[config.mk]
export PLATFORM = sky130hd
export DESIGN_NAME = tcw_sequencer
export DESIGN_NICKNAME = d
export VERILOG_FILES = /design/src/rtl/tcw_pkg.sv /design/src/rtl/tcw_sequencer.sv
export SDC_FILE = /design/constraint.sdc
export NUM_CORES = 1
export LEC_CHECK = 0
export ABC_AREA = 1
export BUFFER_PORTS_ARGS = -buffer_cell sky130_fd_sc_hd__buf_2
export CAP_MARGIN = 10
export CORE_MARGIN = 3
export CORE_UTILIZATION = 40
export CTS_BUF_LIST = sky130_fd_sc_hd__clkbuf_4 sky130_fd_sc_hd__clkbuf_8 sky130_fd_sc_hd__clkbuf_16
export CTS_CLUSTER_SIZE = 30
export DETAILED_ROUTE_END_ITERATION = 7
export GPL_TIMING_DRIVEN = 0
export SYNTH_ARGS = -nofsm -noshare
export SYNTH_HDL_FRONTEND = slang
export SYNTH_SLANG_ARGS = --single-unit
[constraint.sdc]
create_clock -name clock -period 2.5 [get_ports clock]
set_input_delay 0.125 -clock clock [delete_from_list [all_inputs] [get_ports clock]]
set_output_delay 0.125 -clock clock [all_outputs]
set_load 0.01 [all_outputs]
[src/rtl/tcw_pkg.sv]
package tcw_pkg;

   localparam logic [1:0] CMD_PUT       = 2'd0;
   localparam logic [1:0] CMD_BACKSPACE = 2'd1;
   localparam logic [1:0] CMD_CLEAR     = 2'd2;
   localparam logic [1:0] CMD_READ      = 2'd3;

   localparam logic [7:0]  CH_SPACE        = 8'd32;
   localparam logic [7:0]  CH_NEWLINE      = 8'd10;
   localparam logic [7:0]  RESET_ATTRIBUTE = 8'd15;
   localparam logic [15:0] RESET_BLANK     = {RESET_ATTRIBUTE, CH_SPACE};

   localparam int          CSR_AW        = 2;
   localparam logic [CSR_AW-1:0] REG_TEXT_ATTR = 2'd0;

   typedef struct packed {
      logic [1:0]  command;
      logic [7:0]  character;
      logic [10:0] cell_index;
   } req_item_type;

   typedef struct packed {
      logic [10:0] cursor_position;
      logic [7:0]  read_character;
      logic [7:0]  read_attribute;
   } rsp_item_type;

   typedef enum logic [2:0] {
      ST_INIT,
      ST_IDLE,
      ST_CLEAR,
      ST_SCROLL,
      ST_FINISH
   } seq_state_type;

endpackage

[src/rtl/tcw_sequencer.sv]
module tcw_sequencer import tcw_pkg::*; #(
   parameter int COLUMNS = 80,
   parameter int ROWS    = 25,
   parameter int CELLS   = COLUMNS * ROWS,
   parameter int AW      = $clog2(CELLS)
) (
   input  logic          clock,
   input  logic          reset,
   input  logic          req_valid,
   output logic          req_ready,
   input  req_item_type  req_item,
   input  logic [7:0]    text_attr,
   output logic          fin_valid,
   input  logic          fin_ready,
   output rsp_item_type  fin_item,
   output logic          ram_we,
   output logic [AW-1:0] ram_waddr,
   output logic [15:0]   ram_wdata,
   output logic          ram_re,
   output logic [AW-1:0] ram_raddr,
   input  logic [15:0]   ram_rdata
);

   localparam int            CW         = $clog2(COLUMNS);
   localparam logic [AW-1:0] LAST_CELL  = AW'(CELLS - 1);
   localparam logic [AW-1:0] BOTTOM_ROW = AW'((ROWS - 1) * COLUMNS);
   localparam logic [AW-1:0] ROW_STEP   = AW'(COLUMNS);
   localparam logic [CW-1:0] LAST_COL   = CW'(COLUMNS - 1);

   seq_state_type state_ff, state_in;
   logic [AW-1:0] cursor_ff, cursor_in;
   logic [CW-1:0] col_ff, col_in;
   logic [AW-1:0] sw_ff, sw_in;
   logic          rd_hit_ff, rd_hit_in;
   logic          pend_valid_ff, pend_valid_in;
   logic          pend_copy_ff, pend_copy_in;
   logic [AW-1:0] pend_addr_ff, pend_addr_in;
   logic [15:0]   pend_fill_ff, pend_fill_in;

   logic          direct_we;
   logic [AW-1:0] direct_addr;
   logic [15:0]   direct_data;
   logic [15:0]   blank;
   logic [CW-1:0] col_next;
   logic          accept;
   logic          in_range;

   assign blank    = {text_attr, CH_SPACE};
   assign col_next = (col_ff == LAST_COL) ? '0 : col_ff + 1'b1;
   assign in_range = (32'(req_item.cell_index) < 32'(CELLS));

   always_comb begin
      state_in      = state_ff;
      cursor_in     = cursor_ff;
      col_in        = col_ff;
      sw_in         = sw_ff;
      rd_hit_in     = rd_hit_ff;
      pend_valid_in = 1'b0;
      pend_copy_in  = 1'b0;
      pend_addr_in  = sw_ff;
      pend_fill_in  = blank;
      direct_we     = 1'b0;
      direct_addr   = cursor_ff;
      direct_data   = blank;
      ram_re        = 1'b0;
      ram_raddr     = AW'(req_item.cell_index);
      fin_valid     = 1'b0;
      req_ready     = (state_ff == ST_IDLE) && !pend_valid_ff;
      accept        = req_valid && req_ready;

      case (state_ff)
         ST_IDLE: begin
            if (accept) begin
               rd_hit_in = 1'b0;
               state_in  = ST_FINISH;
               case (req_item.command)
                  CMD_PUT: begin
                     if (req_item.character == CH_NEWLINE) begin
                        if (cursor_ff >= BOTTOM_ROW) begin
                           state_in = ST_SCROLL;
                        end else begin
                           cursor_in = cursor_ff + ROW_STEP - AW'(col_ff);
                           col_in    = '0;
                        end
                     end else begin
                        direct_we   = 1'b1;
                        direct_data = {text_attr, req_item.character};
                        if (cursor_ff == LAST_CELL) begin
                           state_in = ST_SCROLL;
                        end else begin
                           cursor_in = cursor_ff + 1'b1;
                           col_in    = col_next;
                        end
                     end
                     if (state_in == ST_SCROLL) begin
                        cursor_in = BOTTOM_ROW;
                        col_in    = '0;
                        sw_in     = '0;
                     end
                  end
                  CMD_BACKSPACE: begin
                     if (cursor_ff != '0) begin
                        cursor_in   = cursor_ff - 1'b1;
                        col_in      = (col_ff == '0) ? LAST_COL : col_ff - 1'b1;
                        direct_we   = 1'b1;
                        direct_addr = cursor_ff - 1'b1;
                     end
                  end
                  CMD_CLEAR: begin
                     cursor_in = '0;
                     col_in    = '0;
                     sw_in     = '0;
                     state_in  = ST_CLEAR;
                  end
                  CMD_READ: begin
                     ram_re    = in_range;
                     rd_hit_in = in_range;
                  end
                  default: begin
                     state_in = ST_FINISH;
                  end
               endcase
            end
         end
         ST_INIT, ST_CLEAR, ST_SCROLL: begin
            // one cell per cycle; the write lands in the next cycle together with the read data
            pend_valid_in = 1'b1;
            pend_copy_in  = (state_ff == ST_SCROLL) && (sw_ff < BOTTOM_ROW);
            pend_fill_in  = (state_ff == ST_INIT) ? RESET_BLANK : blank;
            if (pend_copy_in) begin
               ram_re    = 1'b1;
               ram_raddr = sw_ff + ROW_STEP;
            end
            if (sw_ff == LAST_CELL) begin
               state_in = (state_ff == ST_INIT) ? ST_IDLE : ST_FINISH;
            end else begin
               sw_in = sw_ff + 1'b1;
            end
         end
         ST_FINISH: begin
            fin_valid = 1'b1;
            if (fin_ready) begin
               state_in = ST_IDLE;
            end
         end
         default: begin
            state_in = ST_IDLE;
         end
      endcase
   end

   assign ram_we    = pend_valid_ff || direct_we;
   assign ram_waddr = pend_valid_ff ? pend_addr_ff : direct_addr;
   assign ram_wdata = pend_valid_ff ? (pend_copy_ff ? ram_rdata : pend_fill_ff) : direct_data;

   assign fin_item.cursor_position = 11'(cursor_ff);
   assign fin_item.read_character  = rd_hit_ff ? ram_rdata[7:0]  : 8'd0;
   assign fin_item.read_attribute  = rd_hit_ff ? ram_rdata[15:8] : 8'd0;

   always_ff @(posedge clock) begin
      if (reset) begin
         state_ff      <= ST_INIT;
         cursor_ff     <= '0;
         col_ff        <= '0;
         sw_ff         <= '0;
         rd_hit_ff     <= 1'b0;
         pend_valid_ff <= 1'b0;
      end else begin
         state_ff      <= state_in;
         cursor_ff     <= cursor_in;
         col_ff        <= col_in;
         sw_ff         <= sw_in;
         rd_hit_ff     <= rd_hit_in;
         pend_valid_ff <= pend_valid_in;
      end
   end

   always_ff @(posedge clock) begin
      pend_copy_ff <= pend_copy_in;
      pend_addr_ff <= pend_addr_in;
      pend_fill_ff <= pend_fill_in;
   end

   // sweep write and command write never share the single write port
   a_one_writer: assert property (@(posedge clock) disable iff (reset)
      !(pend_valid_ff && direct_we))
      else $error("sweep write collides with command write");

   a_cursor_range: assert property (@(posedge clock) disable iff (reset)
      (cursor_ff <= LAST_CELL) && (col_ff <= LAST_COL))
      else $error("cursor or column out of range");

   a_col_tracks: assert property (@(posedge clock) disable iff (reset)
      (col_ff == '0) || (cursor_ff != '0))
      else $error("column counter out of step with cursor");

   a_finish_leaves: assert property (@(posedge clock) disable iff (reset)
      (state_ff == ST_FINISH && fin_ready) |=> (state_ff == ST_IDLE))
      else $error("result handed over but sequencer did not return to idle");

   a_scroll_cursor: assert property (@(posedge clock) disable iff (reset)
      (state_ff == ST_SCROLL) |-> (cursor_ff == BOTTOM_ROW))
      else $error("cursor not on bottom row during scroll");

endmodule

==> impl_metrics.tcl <==
set metrics [dict create \
    outcome "completed" \
    io_pins 118 \
    fp-row-count 38 \
    tightest_slew_ps 671 \
    grt_max_degree 18 \
    grt_pass1_vias 5106 \
    cts_buffer_depth 2 \
    root_buffer "clkbuf_16" \
    drt_iter0_drc 407 \
    clk_pin_slew_ps 80 \
    synth_area_leaders "dfxtp_1, nand2_1, ha_1, inv_1, nor2_1" \
    nFillCells 1198 \
    synth_cells 763 \
    worst_setup_path_start_kind "flip-flop" \
    ir_drop_mv 0.313 \
    power.switching_uw 1370 \
    synth_seq_area_share_pct 23.1 \
    r2r-end "cursor_ff[7]" \
    p_leak_uw 0.00299 \
    yosys_warnings 0 \
    place.gp.congestion 0.893 \
    worstPathRequired_ps 2380 \
    holdPathStages 3 \
    dpl_cell_area_um2 5440 \
    clockPowerShare_pct 25.3 \
    final_util_pct 50.9 \
    switching_share_pct 40.9 \
    dp_hpwl_um 11900 \
    dieArea_um2 13000 \
    worstPathMaxFanout 10 \
    yosysTopAreaCellShare_pct 23.1 \
    hold_ws_ps 13.2 \
    grt_setup_unrepaired "no" \
    synthToLayoutAreaGrowth_pct 20.9 \
    relSlewSlack_pct 55.1 \
    reg2regPathDepth 11 \
    drc 0 \
    viasPerCell 5.25 \
    p_seq_share_pct 32.4 \
    drv_cap 0 \
    slew_violations 0 \
    port_buffers 116 \
    clkSinkCount 54 \
    r2r-start "cursor_ff[1]" \
    grt_pass1_wl_um 24300 \
    ff2ff_setup_slack_ps 170 \
    cts_hold_buf 0 \
    die_w_um 114 \
    internal_power_uw 1990 \
    synth_nets 847 \
    fin_crit_sh_pct 95.6 \
    total_power_uw 3360 \
    holdCritPathClass "in -> reg" \
    routedWlPerCell_um 14.8 \
    start_util_pct 42.1 \
    stdcell_area_um2 5660 \
    clock_skew_ps 12.7 \
    h-tree-depth 2 \
    cts_made_buffers 5 \
    cts_tree "yes" \
    antenna_cells 0 \
    syn_area_um2 4680 \
    dp_worst_setup_slack_ps -63.4 \
    final.min_clock_period_ps 2390 \
    pwr-share-comb_pct 42.3 \
    dr.pass1.iters 5 \
    setup_viol 0 \
    power_density_nw_per_um2 593 \
    layout-drive-gt1-share_pct 19.2 \
    avgSynthCellArea_um2 6.14 \
    fin_nets 970 \
    synth.distinct_cells 38 \
    core-area_um2 11100 \
    crit_path_end "ram_waddr[5]" \
    insertion_delay_ps 300 \
    hold_violations 0 \
    setup.worst_path.class "reg -> out" \
    grt_antenna_before_repair 0 \
    fmax_ghz 0.418 \
    fp.dieH_um 114 \
    synth_area_leader_cell "dfxtp_1" \
    routed_wl_um 15200 \
    grt_usage_pct 22.7 \
    postRouteAntennaNets 0 \
    cp-end-kind "primary output" \
    ys_seq_elements 54 \
    cp.arrival_ps 2270 \
    critPathLaunch "state_ff[1]" \
    gr-total-overflow 0 \
    layout_setup_ws_ps 110 \
    route.vias.total 5390 \
]
[sequential cells by signal, indices dropped and copies added (netlist names)]
register,count
cursor_ff,11
pend_addr_ff,11
pend_addr_in,11
pend_fill_ff,8
col_ff,7
state_ff,3
pend_copy_ff,1
pend_valid_ff,1
rd_hit_ff,1
[routing by layer]
metal / GRT usage (%) / up-vias / part of all wire, %
met1: 29.3 / 2489 / 44
met2: 40.0 / 153 / 50
met3: 3.07 / 16 / 4.7
li1: - / 2732 / -
met5: 0 / - / 0
met4: 5.38 / 0 / 1.4
[final cells by class]
cell class	count	area, µm²	share of cell area (%)
plain buffers	26	129	2.28
clock buffers	6	139	2.45
clock inverters	2	38.8	0.685
inverters	114	439	7.76
multi-input cells	567	3050	53.9
flip-flops and latches	54	1090	19.3
well taps	140	175	3.09
repair buffers	118	596	10.5
[cells in the mapped netlist, drive strengths merged]
cell type    n
nand3       55
nor2        95
nor3b        1
clkbuf      17
o2111ai      1
o21ai       63
buf         11
nor4         1
xnor2        3
xor2        24
nand4       11
o211ai       4
o21a         1
dfxtp       54
nor3        19
clkinv       3
a21oi       46
inv        111
fa           1
o22ai        9
a32o         5
o31ai        1
ha          34
o22a         4
a31oi        9
nand2      179
or2          1
[power by group through the flow]
stage	sequential [µW]	clock (µW)	combinational, µW
after floorplan	1070	0	981
after global placement	1100	0	1360
after global routing	1110	891	1600
final	1090	849	1420
after detailed placement	1100	0	1380
after CTS	1080	852	1400
[worst max-delay path, stage by stage, from the launching register on]
cell and delay [ps]:
dfxtp_1 380, nor2_2 190, nand2_2 90, nor2_4 120, nand2_4 120, inv_4 140, nand2_2 160, inv_2 180
o21ai_0 90, o21ai_0 280, buf_2 190
[worst min path at each step]
stage	start	end	slack [ps]
6_report	text_attr[0]	pend_fill_ff[8]	10
3_3_place_gp	text_attr[0]	pend_fill_ff[8]	320
4_1_cts	text_attr[0]	pend_fill_ff[8]	20
2_1_floorplan	text_attr[2]	pend_fill_ff[10]	230
3_5_place_dp	text_attr[0]	pend_fill_ff[8]	320
5_1_grt	text_attr[0]	pend_fill_ff[8]	20
[timing repair]
| action | 4_1_cts | 5_1_grt |
|---|---|---|
| setup endpoints to repair | 10 | 15 |
| gates resized for setup | 8 | 15 |
| setup buffers | 0 | 2 |
[cells by family (layout without fill, tap and decap cells)]
kind of cell	count (synthesis)	count (layout)	share of synthesized area (%)
xor gates and xnor gates	27	27	5.05
DFF	54	54	23.1
buffers and inverters	142	266	11.9
and+or+nand+nor	362	362	33.4
adders and majority gates	35	35	9.51
AOI/OAI and AO/OA	143	143	17.1
[cell usage in the layout (no fill, tap or decap), types with 14 or more instances in the layout]
cell type    n
clkbuf_1    14
ha_1        34
o21ai_0     60
dfxtp_1     46
nand3_1     52
inv_1      104
xor2_1      24
nor2_1      91
nand2_1    172
nor3_1      18
buf_2      122
a21oi_1     46
[stage by stage]
step	std cells	TNS, ps
2_1_floorplan	763	0
3_3_place_gp	1019	-47.9
3_5_place_dp	1019	-63.4
4_1_cts	1027	0
5_1_grt	1027	0
6_report	1027	0
Note: power is estimated with default switching activity, not from simulation.
